$ cat src/design/spq_pkg.sv
`timescale 1ns / 1ps
`default_nettype none

package spq_pkg;

	// queue geometry
	localparam int DEPTH    = 16;
	localparam int TAG_BITS = 16;
	localparam int IDX_W    = (DEPTH > 1) ? $clog2(DEPTH) : 1;
	localparam int CNT_W    = $clog2(DEPTH + 1);

	// priorities: low is service, mid is medicine, high is fall
	localparam logic [1:0] PRIO_LOW  = 2'd1;
	localparam logic [1:0] PRIO_MID  = 2'd2;
	localparam logic [1:0] PRIO_HIGH = 2'd3;

	// commands
	localparam logic CMD_PUSH = 1'b0;
	localparam logic CMD_POP  = 1'b1;

	typedef enum logic [1:0] {
		ST_OK    = 2'd0,
		ST_FULL  = 2'd1,
		ST_EMPTY = 2'd2
	} status_t;

	typedef enum logic [1:0] {
		S_IDLE,
		S_SCAN,
		S_SHIFT
	} state_t;

	// one queue slot
	typedef struct packed {
		logic [TAG_BITS-1:0] tag;
		logic [1:0]          prio;
	} slot_t;

	// running winner handed down the chain during a pop scan
	typedef struct packed {
		logic [1:0]          prio;
		logic [TAG_BITS-1:0] tag;
		logic [IDX_W-1:0]    idx;
	} best_t;

	// per-cell controls from the sequencer
	typedef struct packed {
		logic wr;    // take the pushed word
		logic sh;    // take the neighbour's slot (close the gap)
		logic live;  // slot lies below the fill count
	} cell_ctl_t;

endpackage

`default_nettype wire

$ cat src/design/spq_cell.sv
`timescale 1ns / 1ps
`default_nettype none

module spq_cell (
	input  wire logic                         clk,
	input  wire logic [spq_pkg::IDX_W-1:0]    index,
	input  wire spq_pkg::cell_ctl_t           ctl,
	input  wire logic [spq_pkg::TAG_BITS-1:0] push_tag,
	input  wire logic [1:0]                   push_prio,
	input  wire spq_pkg::slot_t               nxt,
	output spq_pkg::slot_t                    own,
	input  wire spq_pkg::best_t               best_in,
	output spq_pkg::best_t                    best_out
);

	spq_pkg::slot_t slot_q;
	spq_pkg::best_t best_q;

	// slot storage: written on push, refilled from the next cell on a pop
	always_ff @(posedge clk) begin
		if (ctl.wr) begin
			slot_q.tag  <= push_tag;
			slot_q.prio <= push_prio;
		end else if (ctl.sh) begin
			slot_q <= nxt;
		end
	end

	// scan stage: strictly greater wins, so the older entry keeps a tie
	always_ff @(posedge clk) begin
		if (ctl.live && (slot_q.prio > best_in.prio)) begin
			best_q.prio <= slot_q.prio;
			best_q.tag  <= slot_q.tag;
			best_q.idx  <= index;
		end else begin
			best_q <= best_in;
		end
	end

	assign own      = slot_q;
	assign best_out = best_q;

endmodule

`default_nettype wire

$ cat src/design/stable_priority_queue_unit.sv
`timescale 1ns / 1ps
`default_nettype none

// Stable priority queue, DEPTH slots of tag and priority (1 service .. 3 fall).
// Request channel: command, priority_req and entry_tag are taken at a rising
// edge with start high and busy low. Command push appends at the tail; pop
// removes the highest priority entry, the oldest one on a tie.
// Result channel: done is high for one cycle with status, popped_tag,
// popped_priority and occupancy; the receiver cannot stall it, so each word
// must be taken in that cycle. Every request gives exactly one result word.
// A push, a refused push (full) and a refused pop (empty) give their result
// in the cycle after acceptance, and busy stays low, so one such request per
// cycle is possible. A successful pop gives its result once the sequencer
// has passed through S_SCAN and S_SHIFT: the winner ripples down the row of
// cells one cell per cycle, then S_SHIFT shifts the later entries up.
// busy is high during that time.
// Reset clears the fill count and the sequencer; slot contents are not
// cleared, slots at or above the fill count are never read.
module stable_priority_queue_unit (
	input  wire logic                         clk,
	input  wire logic                         arst_n,
	input  wire logic                         start,
	output logic                              busy,
	input  wire logic                         command,
	input  wire logic [1:0]                   priority_req,
	input  wire logic [spq_pkg::TAG_BITS-1:0] entry_tag,
	output logic                              done,
	output logic [1:0]                        status,
	output logic [spq_pkg::TAG_BITS-1:0]      popped_tag,
	output logic [1:0]                        popped_priority,
	output logic [spq_pkg::CNT_W-1:0]         occupancy
);

	localparam int D = spq_pkg::DEPTH;

	spq_pkg::state_t                state_q, state_d;
	logic [spq_pkg::CNT_W-1:0]      fill_q;
	logic [spq_pkg::IDX_W-1:0]      cnt_q;
	logic                           done_q;
	spq_pkg::status_t               status_q;
	logic [spq_pkg::TAG_BITS-1:0]   ptag_q;
	logic [1:0]                     pprio_q;

	logic                           accept;
	logic                           push_ok;
	logic                           is_full;
	logic                           is_empty;
	logic [1:0]                     push_prio;

	spq_pkg::slot_t                 slots [D];
	spq_pkg::best_t                 chain [D+1];
	spq_pkg::cell_ctl_t             ctl   [D];
	spq_pkg::best_t                 winner;

	assign accept   = start && !busy;
	assign is_full  = (fill_q == spq_pkg::CNT_W'(D));
	assign is_empty = (fill_q == '0);
	assign push_ok  = accept && (command == spq_pkg::CMD_PUSH) && !is_full;
	assign winner   = chain[D];

	// unknown kind is stored as service
	assign push_prio = (priority_req == 2'd0) ? spq_pkg::PRIO_LOW : priority_req;

	assign chain[0] = '0;

	// row of cells
	for (genvar i = 0; i < D; i++) begin : g_cell
		spq_pkg::slot_t nxt_slot;

		if (i < D - 1) begin : g_nb
			assign nxt_slot = slots[i+1];
		end else begin : g_end
			assign nxt_slot = '0;
		end

		assign ctl[i].wr   = push_ok && (fill_q == spq_pkg::CNT_W'(i));
		assign ctl[i].sh   = (state_q == spq_pkg::S_SHIFT)
			&& (spq_pkg::IDX_W'(i) >= winner.idx)
			&& (spq_pkg::CNT_W'(i + 1) < fill_q);
		assign ctl[i].live = (spq_pkg::CNT_W'(i) < fill_q);

		spq_cell u_cell (
			.clk       (clk),
			.index     (spq_pkg::IDX_W'(i)),
			.ctl       (ctl[i]),
			.push_tag  (entry_tag),
			.push_prio (push_prio),
			.nxt       (nxt_slot),
			.own       (slots[i]),
			.best_in   (chain[i]),
			.best_out  (chain[i+1])
		);
	end

	// sequencer state
	always_ff @(posedge clk or negedge arst_n) begin
		if (!arst_n) begin
			state_q <= spq_pkg::S_IDLE;
		end else begin
			state_q <= state_d;
		end
	end

	always_comb begin
		state_d = state_q;
		busy    = 1'b1;
		case (state_q)
			spq_pkg::S_IDLE: begin
				busy = 1'b0;
				if (accept && (command == spq_pkg::CMD_POP) && !is_empty) begin
					state_d = spq_pkg::S_SCAN;
				end
			end
			spq_pkg::S_SCAN: begin
				if (cnt_q == spq_pkg::IDX_W'(D - 1)) begin
					state_d = spq_pkg::S_SHIFT;
				end
			end
			spq_pkg::S_SHIFT: begin
				state_d = spq_pkg::S_IDLE;
			end
			default: begin
				state_d = spq_pkg::S_IDLE;
			end
		endcase
	end

	// scan length counter
	always_ff @(posedge clk or negedge arst_n) begin
		if (!arst_n) begin
			cnt_q <= '0;
		end else if (state_q == spq_pkg::S_SCAN) begin
			cnt_q <= cnt_q + 1'b1;
		end else begin
			cnt_q <= '0;
		end
	end

	// fill count
	always_ff @(posedge clk or negedge arst_n) begin
		if (!arst_n) begin
			fill_q <= '0;
		end else if (push_ok) begin
			fill_q <= fill_q + 1'b1;
		end else if (state_q == spq_pkg::S_SHIFT) begin
			fill_q <= fill_q - 1'b1;
		end
	end

	// result strobe
	always_ff @(posedge clk or negedge arst_n) begin
		if (!arst_n) begin
			done_q <= 1'b0;
		end else begin
			done_q <= (accept && (command == spq_pkg::CMD_PUSH))
				|| (accept && (command == spq_pkg::CMD_POP) && is_empty)
				|| (state_q == spq_pkg::S_SHIFT);
		end
	end

	// result word
	always_ff @(posedge clk) begin
		if (state_q == spq_pkg::S_SHIFT) begin
			status_q <= spq_pkg::ST_OK;
			ptag_q   <= winner.tag;
			pprio_q  <= winner.prio;
		end else if (accept) begin
			ptag_q  <= '0;
			pprio_q <= 2'd0;
			if (command == spq_pkg::CMD_PUSH) begin
				status_q <= is_full ? spq_pkg::ST_FULL : spq_pkg::ST_OK;
			end else begin
				status_q <= spq_pkg::ST_EMPTY;
			end
		end
	end

	assign done            = done_q;
	assign status          = status_q;
	assign popped_tag      = ptag_q;
	assign popped_priority = pprio_q;
	assign occupancy       = fill_q;

	// checks
	a_fill_bound: assert property (@(posedge clk) disable iff (!arst_n)
		fill_q <= spq_pkg::CNT_W'(D))
		else $error("fill count beyond depth");

	a_refused_zero: assert property (@(posedge clk) disable iff (!arst_n)
		done && (status != spq_pkg::ST_OK) |-> (popped_tag == '0) && (popped_priority == 2'd0))
		else $error("refused request carries popped data");

	a_empty_occ: assert property (@(posedge clk) disable iff (!arst_n)
		done && (status == spq_pkg::ST_EMPTY) |-> (occupancy == '0))
		else $error("empty refusal with entries held");

	a_pop_result: assert property (@(posedge clk) disable iff (!arst_n)
		(state_q == spq_pkg::S_SHIFT) |=> done && (status == spq_pkg::ST_OK)
			&& (popped_priority != 2'd0))
		else $error("pop finished without a valid word");

endmodule

`default_nettype wire
$ cat config.mk
export PLATFORM = sky130hd
export DESIGN_NAME = stable_priority_queue_unit
export DESIGN_NICKNAME = d
export VERILOG_FILES = /design/src/design/spq_pkg.sv /design/src/design/spq_cell.sv /design/src/design/stable_priority_queue_unit.sv
export SDC_FILE = /design/constraint.sdc
export NUM_CORES = 1
export LEC_CHECK = 0
export BUFFER_PORTS_ARGS = -buffer_cell sky130_fd_sc_hd__buf_2
export CORE_MARGIN = 2
export CORE_UTILIZATION = 50
export DETAILED_ROUTE_END_ITERATION = 10
export PLACE_DENSITY = 0.66
export SYNTH_ARGS = -nofsm -noshare
export SYNTH_HDL_FRONTEND = slang
export SYNTH_SLANG_ARGS = --single-unit
$ cat constraint.sdc
create_clock -name clk -period 4.3 [get_ports clk]
set_input_delay 0.43 -clock clk [delete_from_list [all_inputs] [get_ports clk]]
set_output_delay 0.43 -clock clk [all_outputs]
set_load 0.01 [all_outputs]
### Yosys cells after proc, flatten, opt, wreduce, memory -nomap -nowiden

Index checks and enable logic that the tools add are counted.
W data, S select, Z words.

* bits in registers: 668
* bits in latches: 0
* memory bits (writable): 0
* memory bits (read-only): 0
* input bits: 22
* output and inout port bits: 27
* memories: 0

* add/sub/neg operators: 3
* $mul: 0
* divide/modulo/power cells: 0
* $lt $le $gt $ge: 49
* eq/ne operators: 21
* shifts and indexed selects: 0
* mux-type cells: 61
* bitwise gates (word level): 1
* reduce and logical (&&, ||, !) cells: 96

Operators with widths (number)
* $mux W18: 32
* $mux W22: 15
* $logic_and A1 B1 Y1: 70
* $eq A5 B4 Y1 const B: 8
* $lt A4 B5 Y1 const A: 8
* $reduce_bool A2 Y1: 18
* $ge A4 B4 Y1 const A: 8
* $mux W16: 2
* $gt A2 B2 Y1: 15
* $eq A5 B3 Y1 const B: 4
* $lt A3 B5 Y1 const A: 4
* $ge A3 B4 Y1 const A: 4
* $mux W2: 6
* $eq A5 B2 Y1 const B: 2
* $lt A1 B5 Y1 const A: 2
* $lt A2 B5 Y1 const A: 2
* $mux W5: 2
* $ge A1 B4 Y1 const A: 2
* $ge A2 B4 Y1 const A: 2
* $add A5 B1 Y5 const B: 1
* $eq A5 B1 Y1 const B: 1
* $eq A5 B5 Y1 const B: 1
* $logic_not A5 Y1: 1
* $lt A5 B5 Y1 const A: 1
* 16 further kinds: 20

### Depth between registers and ports, before layout

Gate-level depths: netlist of run 1.

* word-level depth: 6
* gate-level depth with buffers: 8
* gate-level depth less buffers: 6

### Modules after synthesis

Synthesis of run 1 repeated with hierarchy kept, for this count alone.

* cells, all modules: 1668
* area total of the unflattened synthesis: 27777.9 sq um

By module, submodules not included
* spq_cell: instances 16, cells an instance 92, area an instance 1619.1 sq um
* stable_priority_queue_unit: instances 1, cells an instance 196, area an instance 1873.0 sq um

### Worst setup path after synthesis of run 1

No wires, ideal clock.

* path kind: flip-flop to flip-flop
* start point: reg state_q[1]
* end point: reg g_cell[2].u_cell.slot_q (netlist bit g_cell[2].u_cell.own[0]) (enable)
* setup time: 0.445 ns
* arrival time: 2.798 ns
* slack: 1.057 ns
* cell stages (with the launch flop): 4
* path buffers: 0
* period minus slack after synthesis: 3.243 ns
* path through: dfrtp_1 nor2b_1 nand2b_1 o41ai_1

* cells in the longest elaborated chain, start to end: 6
* elaborated cells on any way between the ends: 9
* classes of those cells: eq/ne: 1; reduce/logical: 8

Ends and longest elaborated chain
* start, declared: RTL line stable_priority_queue_unit.sv:36 `spq_pkg::state_t state_q, state_d;`
* start signal, assigned: RTL line stable_priority_queue_unit.sv:98 `state_q <= spq_pkg::S_IDLE;`
* start signal, assigned: RTL line stable_priority_queue_unit.sv:100 `state_q <= state_d;`
* $logic_not A2 Y1: RTL line stable_priority_queue_unit.sv:107 `case (state_q)`
* $logic_and A1 B1 Y1: RTL line stable_priority_queue_unit.sv:55 `assign accept = start && !busy;`
* $logic_and A1 B1 Y1 (2 in a row): RTL line stable_priority_queue_unit.sv:58 `assign push_ok = accept && (command == spq_pkg::CMD_PUSH) && !is_full;`
* $logic_and A1 B1 Y1: RTL line stable_priority_queue_unit.sv:76 `assign ctl[i].wr = push_ok && (fill_q == spq_pkg::CNT_W'(i));`
* $reduce_bool A2 Y1 (no source line) (*)
* end signal, assigned: RTL line spq_cell.sv:25 `slot_q <= nxt;`
* end, declared: RTL line spq_cell.sv:16 `spq_pkg::slot_t slot_q;`

Mark *: on every way between the ends. The rest lies on a longest branch, timed or not.
A chain may end at the register's enable or synchronous reset.

### Final worst setup path of run 1

* start point: reg fill_q (netlist bit occupancy[1])
* end point: reg g_cell[12].u_cell.slot_q (netlist bit g_cell[12].u_cell.own[10]) (enable)

* cells in the longest elaborated chain, start to end: 5
* elaborated cells on any way between the ends: 8
* classes of those cells: order compare: 1; eq/ne: 2; reduce/logical: 5

Ends and longest elaborated chain
* start, declared: RTL line stable_priority_queue_unit.sv:37 `logic [spq_pkg::CNT_W-1:0] fill_q;`
* start signal, assigned: RTL line stable_priority_queue_unit.sv:144 `fill_q <= fill_q + 1'b1;`
* start signal, assigned: RTL line stable_priority_queue_unit.sv:146 `fill_q <= fill_q - 1'b1;`
* parallel branches: the longest is 4 deep, another holds $lt A4 B5 Y1
* $reduce_bool A2 Y1 (no source line) (*)
* end signal, assigned: RTL line spq_cell.sv:25
* end, declared: RTL line spq_cell.sv:16

Mark *: on every way between the ends.

==> results of run 1 <==
sequential cells by signal (all words and copies together) (netlist names):
signal and cells:
popped_tag 16, cnt_q 4, status 2, g_cell.u_cell.own 288, g_cell.u_cell.best_out 337, occupancy 5, state_q 2, popped_priority 2
done 1
cells by family after synthesis:
group,after synthesis,synth area share
buffers and inverters,140,0.0249
XOR/XNOR,5,0.00175
AO/OA/AOI/OAI,85,0.0222
adder cells (fa/ha/maj),36,0.0180
AND/OR/NAND/NOR,205,0.0474
multiplexers,525,0.237
flip-flops,657,0.649
per-layer routing:
layer | up-vias | share of wire
met3 | 79 | 0.048
met2 | 316 | 0.43
li1 | 6097 | -
met1 | 6592 | 0.50
met5 | - | 0.00024
met4 | 2 | 0.025
stage by stage:
| stage | utilization | setup WS [ns] |
|---|---|---|
| 2_1_floorplan | - | 1.06 |
| 3_3_place_gp | 0.522 | 1.20 |
| 3_5_place_dp | 0.522 | 1.15 |
| 4_1_cts | 0.566 | 1.22 |
| 5_1_grt | 0.566 | 0.972 |
| 6_report | 0.566 | 1.22 |
layout make-up:
cell class / count / share of cell area
flip-flops and latches: 657 / 0.577
multi-input cells: 856 / 0.292
repair buffers: 81 / 0.0174
clock inverters: 29 / 0.0107
clock buffers: 91 / 0.0670
well taps: 672 / 0.0298
inverters: 46 / 0.00612
synthesized netlist by cell type (3+ instances only):
cell        n
a211o_1     6
a211oi_1    4
a21oi_1    19
and2_1     65
and3_1      3
buf_2      50
buf_4       5
clkbuf_1   35
dfrtp_1    12
dfxtp_1   339
edfxtp_1  306
ha_1       36
inv_1      46
mux2_1      6
mux2_2    509
mux2_4      8
nand2_1    38
nand2b_1   29
nand3_1    16
nor2_1     15
nor2b_1    20
o211ai_1    4
o21ai_0    27
o21bai_1    3
o31ai_1     3
or2_2       3
xnor2_1     3
report_power, final:
part,switching [mW],internal [mW]
clock,2.36,3.44
combinational,1.88,2.06
sequential,0.632,8.10
total,4.87,13.6
worst max-delay path: cells and delay by family (launching register included):
kind                       cells  cell delay (ns)
AOI/OAI and AO/OA              1             0.23
adders and majority gates      1             0.20
buffers and inverters          2             0.53
DFF                            1             0.53
and+or+nand+nor                2             1.26
path summary, 6_finish.rpt:
check | slack (ns) | end
max | 1.22 | g_cell[12].u_cell.own[10]
min | 0.11 | done
max reg2reg | 1.22 | g_cell[12].u_cell.own[10]
min reg2reg | 0.40 | g_cell[15].u_cell.best_out[2]
max in group asynchronous | 3.79 | occupancy[0]
min in group asynchronous | 0.26 | occupancy[3]
==> metrics.md, run 1 <==
| Metric | Value |
|---|---|
| Critical path startpoint | occupancy[1] |
| Fmax | 325 MHz |
| Final setup vio count | 0 |
| Layout cells sized above 1 | 0.408 |
| Buffers on Ports | 48 |
| Post-Route WL | 54,000 µm |
| Slew Limit Fails | 0 |
| Post-layout min period | 3.08 ns |
| PostCTS Resize Cnt | 0 |
| Syn Area/Cell | 15.2 µm² |
| Initial core utilization | 0.503 |
| Met1 Use GR | 0.322 |
| Initial antenna violation count | 1 |
| DP Wirelength | 34,200 µm |
| Die area | 52,000 µm² |
| Max clock buf depth | 3 |
| Ant diodes | 0 |
| CTS tree | done |
| Met3 GRT Util | 0.0349 |
| Slew margin rel. | 0.197 |
| Drt via density | 5.38 |
| Largest net degree at the start of global routing | 32 |
| Startpoint types | register |
| Number of synthesized flops with an enable pin | 306 |
| All-Layer GR Usage | 0.210 |
| Die Span Y | 228 µm |
| Dpl cells | 2,311 |
| Non-Filler Instances | 2,432 |
| Hold path startpoint | command |
| CP required | 4.58 ns |
| Design area | 28,200 µm² |
| Top cell type's share of synthesized area | 0.366 |
| Reg-to-reg startpoint | occupancy[1] |
| GR peak layer | met1 |
| Post-synthesis async set-or-reset flop share | 0.0183 |
| Multi-input logic area | 8250 µm² |
| Outcome | complete, no violations |
| Placer Congestion | 0.797 |
| TritonCTS Buffers | 66 |
| Chip width | 228 µm |
| Setup Fix Bufs, Post-CTS | 0 |
| CP max-delay cell | and3_1 |
| Clk_lat worst skew | 0.59 ns |
| First-pass GRT wire length | 83,100 µm |
| Peak supply drop | 0.000320 V |
| Drt pass-1 iters | 5 |
| CTS sink count | 657 |
| Post-Syn Area | 25,100 µm² |
| Dominant synthesized flop cell | dfxtp_1 |
| Most frequent cells in the layout | mux2_2, dfxtp_1, edfxtp_1 |
| Worst-path clk slew | 0.06 ns |
| Post-synth top area cell | edfxtp_1 |
| Met2 Resource Use GR | 0.299 |
| Crit path max fanout | 20 |
| Post-DP Area | 26,000 µm² |
| Pwr Density | 655 nW/µm² |
| Total power draw | 18.5 mW |
| FF/Latch Area | 16,300 µm² |
| Layout Nets | 1,766 |
| Post-CTS Hold Buffers | 1 |
| Worst hold stages | 2 |
| Routed Antenna Nets | 0 |
| Setup_tns | 0 ns |
| IO Count | 49 |
| Clk_skew | 0.0188 ns |
| Number of global-route vias before repair | 13,400 |
| H-Tree Depth | 3 |
| Syn-to-layout area delta | 12.5% |
| Row count | 82 |
| Unrepaired setup endpoints after global routing | no |
| Crit path cell chain | inv_1, ha_1, nor2b_1, and3_1, o21bai_1, buf_4 |
| Post-Synthesis Cells | 1,653 |
| Worst slew pin tran | 1.20 ns |
| Register area share after synthesis | 0.649 |
| Hold Crit Class | in2reg |
| Synth Register Bits | 657 |
| Synthesis Warnings | 0 |
| Fill count | 3,892 |
| Routed len/inst | 22.2 µm |
| Crit. End Element | register |
| Worst path max stage delay | 0.82 ns |
| Crit path DAT | 3.36 ns |
| Min Hold Slack | 0.109 ns |
| DRT iter0 DRCs | 1,004 |
| Reg2Reg Depth | 6 |
| Global route total overflow | 0 |
| DRC Markers | 0 |
| Via count | 13,100 |
| Most common cell after layout, fill and taps aside | mux2_2 |
| WS Path Type | reg2reg |
| Synth top area cells | edfxtp_1, dfxtp_1, mux2_2, ha_1, and2_1 |
| Max_cap viols | 0 |
| Static Leak | 10.6 nW |
| Net count of the mapped netlist | 1,711 |
| Netlist cell types | 56 |
| Core footprint | 49,900 µm² |
| Fin. Hold Viols | 0 |
| Tcrit/Tclk final | 0.716 |
| Root Driver | clkbuf_16 |
(Power assumes the default switching activity.)
==> inputs of run 2 (changes only) <==
--- a/config.mk
+++ b/config.mk
@@ -9,7 +9,7 @@
 export CORE_MARGIN = 2
 export CORE_UTILIZATION = 50
 export DETAILED_ROUTE_END_ITERATION = 10
-export PLACE_DENSITY = 0.66
+export PLACE_DENSITY = 0.68
 export SYNTH_ARGS = -nofsm -noshare
 export SYNTH_HDL_FRONTEND = slang
 export SYNTH_SLANG_ARGS = --single-unit
==> constraint.sdc (replaced) <==
create_clock -name clk -period 2.7 [get_ports clk]
set_input_delay 0.27 -clock clk [delete_from_list [all_inputs] [get_ports clk]]
set_output_delay 0.27 -clock clk [all_outputs]
set_load 0.01 [all_outputs]
==> run 2 against run 1 <==
Non-clock buffer count increased by 23. Die area unchanged. Highest routed layer is now met4. Combinational power increased by 62%. Cell count increased by 0.95%. Cell area increased by 1.2%. Critical endpoint is now g_cell[13].u_cell.best_out[20]. Wire length decreased by 0.32%. Largest cell class unchanged. Critical path type unchanged. Critical path depth decreased by 2. First-iteration DRC count decreased by 17%. Count of clock-buffer cells in the layout decreased by 3. Fmax increased by 21%.
==> metrics.md, run 2 (synthesized netlist as in run 1, its figures left out) <==
| Metric | Value |
|---|---|
| Drt pass-1 iters | 5 (unchanged) |
| CP required | 3.18 ns (was 4.58 ns) |
| Largest register FFs | 337 (unchanged) |
| Met2 wire length | 24,500 µm (was 23,000 µm) |
| Global route total overflow | 0 (unchanged) |
| Most common cell after layout, fill and taps aside | mux2_2 (unchanged) |
| Routed Antenna Nets | 0 (unchanged) |
| Crit. End Element | register (unchanged) |
| Chip width | 228 µm (unchanged) |
| Initial core utilization | 0.503 (unchanged) |
| Post-Route WL | 53,800 µm (was 54,000 µm) |
| IO Count | 49 (unchanged) |
| Placer Congestion | 0.816 (was 0.797) |
| Post-layout min period | 2.54 ns (was 3.08 ns) |
| Number of global-route vias before repair | 13,400 (about the same) |
| Ant diodes | 0 (unchanged) |
| Layout Nets | 1,789 (was 1,766) |
| Worst slew pin tran | 1.16 ns (was 1.20 ns) |
| Routed len/inst | 21.9 µm (was 22.2 µm) |
| Final setup vio count | 0 (unchanged) |
| Slew margin rel. | 0.227 (was 0.197) |
| Outcome | complete, no violations (unchanged) |
| Die Span Y | 228 µm (unchanged) |
| Slew Limit Fails | 0 (unchanged) |
| Row count | 82 (unchanged) |
| Startpoint types | register (unchanged) |
| Worst-path clk slew | 0.06 ns (about the same) |
| Die area | 52,000 µm² (unchanged) |
| Total power draw | 30.0 mW (was 18.5 mW) |
| Tcrit/Tclk final | 0.941 (was 0.716) |
| Setup WS pre-CTS | 0.257 ns (was 1.15 ns) |
| Max clock buf depth | 3 (unchanged) |
| Reg-to-reg startpoint | occupancy[2] (was occupancy[1]) |
| DP Wirelength | 33,900 µm (was 34,200 µm) |
| Fin. Hold Viols | 0 (unchanged) |
| Initial antenna violation count | 0 (was 1) |
| TritonCTS Buffers | 66 (unchanged) |
| Fmax | 393 MHz (was 325 MHz) |
| All-Layer GR Usage | 0.208 (was 0.210) |
| Crit path DAT | 3.02 ns (was 3.36 ns) |
| Hold Crit Class | in2async (was in2reg) |
| Most frequent cells in the layout | mux2_2, dfxtp_1, edfxtp_1 (unchanged) |
| Via count | 13,100 (about the same) |
| CTS sink count | 657 (unchanged) |
| Largest net degree at the start of global routing | 24 (was 32) |
| Setup_tns | 0 ns (unchanged) |
| CTS tree | done (unchanged) |
| Metal3 WL | 2540 µm (was 2610 µm) |
| Syn-to-layout area delta | 13.9% (was 12.5%) |
| Unrepaired setup endpoints after global routing | no (unchanged) |
| Post-Route M1 WL | 25,800 µm (was 27,000 µm) |
| DRT iter0 DRCs | 833 (was 1,004) |
| Clk_skew | 0.0146 ns (was 0.0188 ns) |
| Crit path max fanout | 22 (was 20) |
| Peak supply drop | 0.000434 V (was 0.000320 V) |
| Layout cells sized above 1 | 0.419 (was 0.408) |
| Buffers on Ports | 48 (unchanged) |
| WS Path Type | reg2reg (unchanged) |
| Reg2Reg Depth | 4 (was 6) |
| First-pass GRT wire length | 82,100 µm (was 83,100 µm) |
| Max_cap viols | 0 (unchanged) |
| H-Tree Depth | 3 (unchanged) |
| Root Driver | clkbuf_16 (unchanged) |
| Setup Fix Bufs, Post-CTS | 0 (unchanged) |
| Static Leak | 10.7 nW (was 10.6 nW) |
| DRC Markers | 0 (unchanged) |
| Core footprint | 49,900 µm² (unchanged) |
| Pwr Density | 1050 nW/µm² (was 655 nW/µm²) |
| Drt via density | 5.35 (was 5.38) |
| Critical path startpoint | occupancy[2] (was occupancy[1]) |
| Clk_lat worst skew | 0.60 ns (was 0.59 ns) |
| Worst setup margin | 0.158 ns (was 1.22 ns) |
| Top Layer Used | met4 (was met5) |
run 2: cell count changes in the layout (fill, tap and decap cells not counted), sizes merged:
cell         delta
dlygate4sd3     +2
clkinvlp        -1
inv             +1
buf            +21
bufinv          +3
clkbuf          -3
run 2: report_power, final:
group          switching, mW  leakage, nW  total, mW  internal, mW
clock network           3.80         1.14       9.65          5.85
logic                   2.99         3.85       6.38          3.38
registers               1.04         5.76       13.9          12.9
total                   7.84         10.7       30.0          22.1
run 2: cell type report:
type                       instances  area, µm²
tap                              672        841
sequential                       657      16300
fill                            3903      21300
clock inverter                    32        398
timing repair buffer             104        706
inverter                          46        173
clock buffer                      88       1910
multi-input combinational        856       8260
run 2: final timing paths:
check,to,slack (ns)
worst min register to register,g_cell[15].u_cell.best_out[3],0.40
worst max register to register,g_cell[13].u_cell.best_out[20],0.16
max in group asynchronous,occupancy[0],2.38
min in group clk,g_cell[15].u_cell.own[0],0.23
worst min-delay path,occupancy[2],0.09
worst max-delay path,g_cell[13].u_cell.best_out[20],0.16
run 2: per-layer routing:
layer  up-vias  global-route usage
met2       300               0.318
li1       6142                   -
met1      6630               0.302
met5         -                   0
met4         0              0.0676
met3        66              0.0334
run 2: critical path: stages (launching register included):
cell and delay, ns:
dfrtp_1 0.55, and2_1 0.34, a21oi_1 0.27, a211o_1 0.83
mux2_2 0.43
run 2: stage by stage:
| step | utilization | cells | area [µm²] | hold slack [ns] |
|---|---|---|---|---|
| 6_report | 0.573 | 2455 | 28600 | 0.0945 |
| 4_1_cts | 0.573 | 2455 | 28600 | 0.0648 |
| 5_1_grt | 0.573 | 2455 | 28600 | 0.103 |
| 2_1_floorplan | - | 1653 | 25100 | -0.0256 |
| 3_5_place_dp | 0.526 | 2332 | 26200 | 0.166 |
| 3_3_place_gp | 0.526 | 2332 | 26200 | 0.161 |
run 2: timing repair:
item | 4_1_cts | 5_1_grt
hold buffers | 3 | 0
gates resized for setup | 0 | 0
hold endpoints to repair | 14 | 0
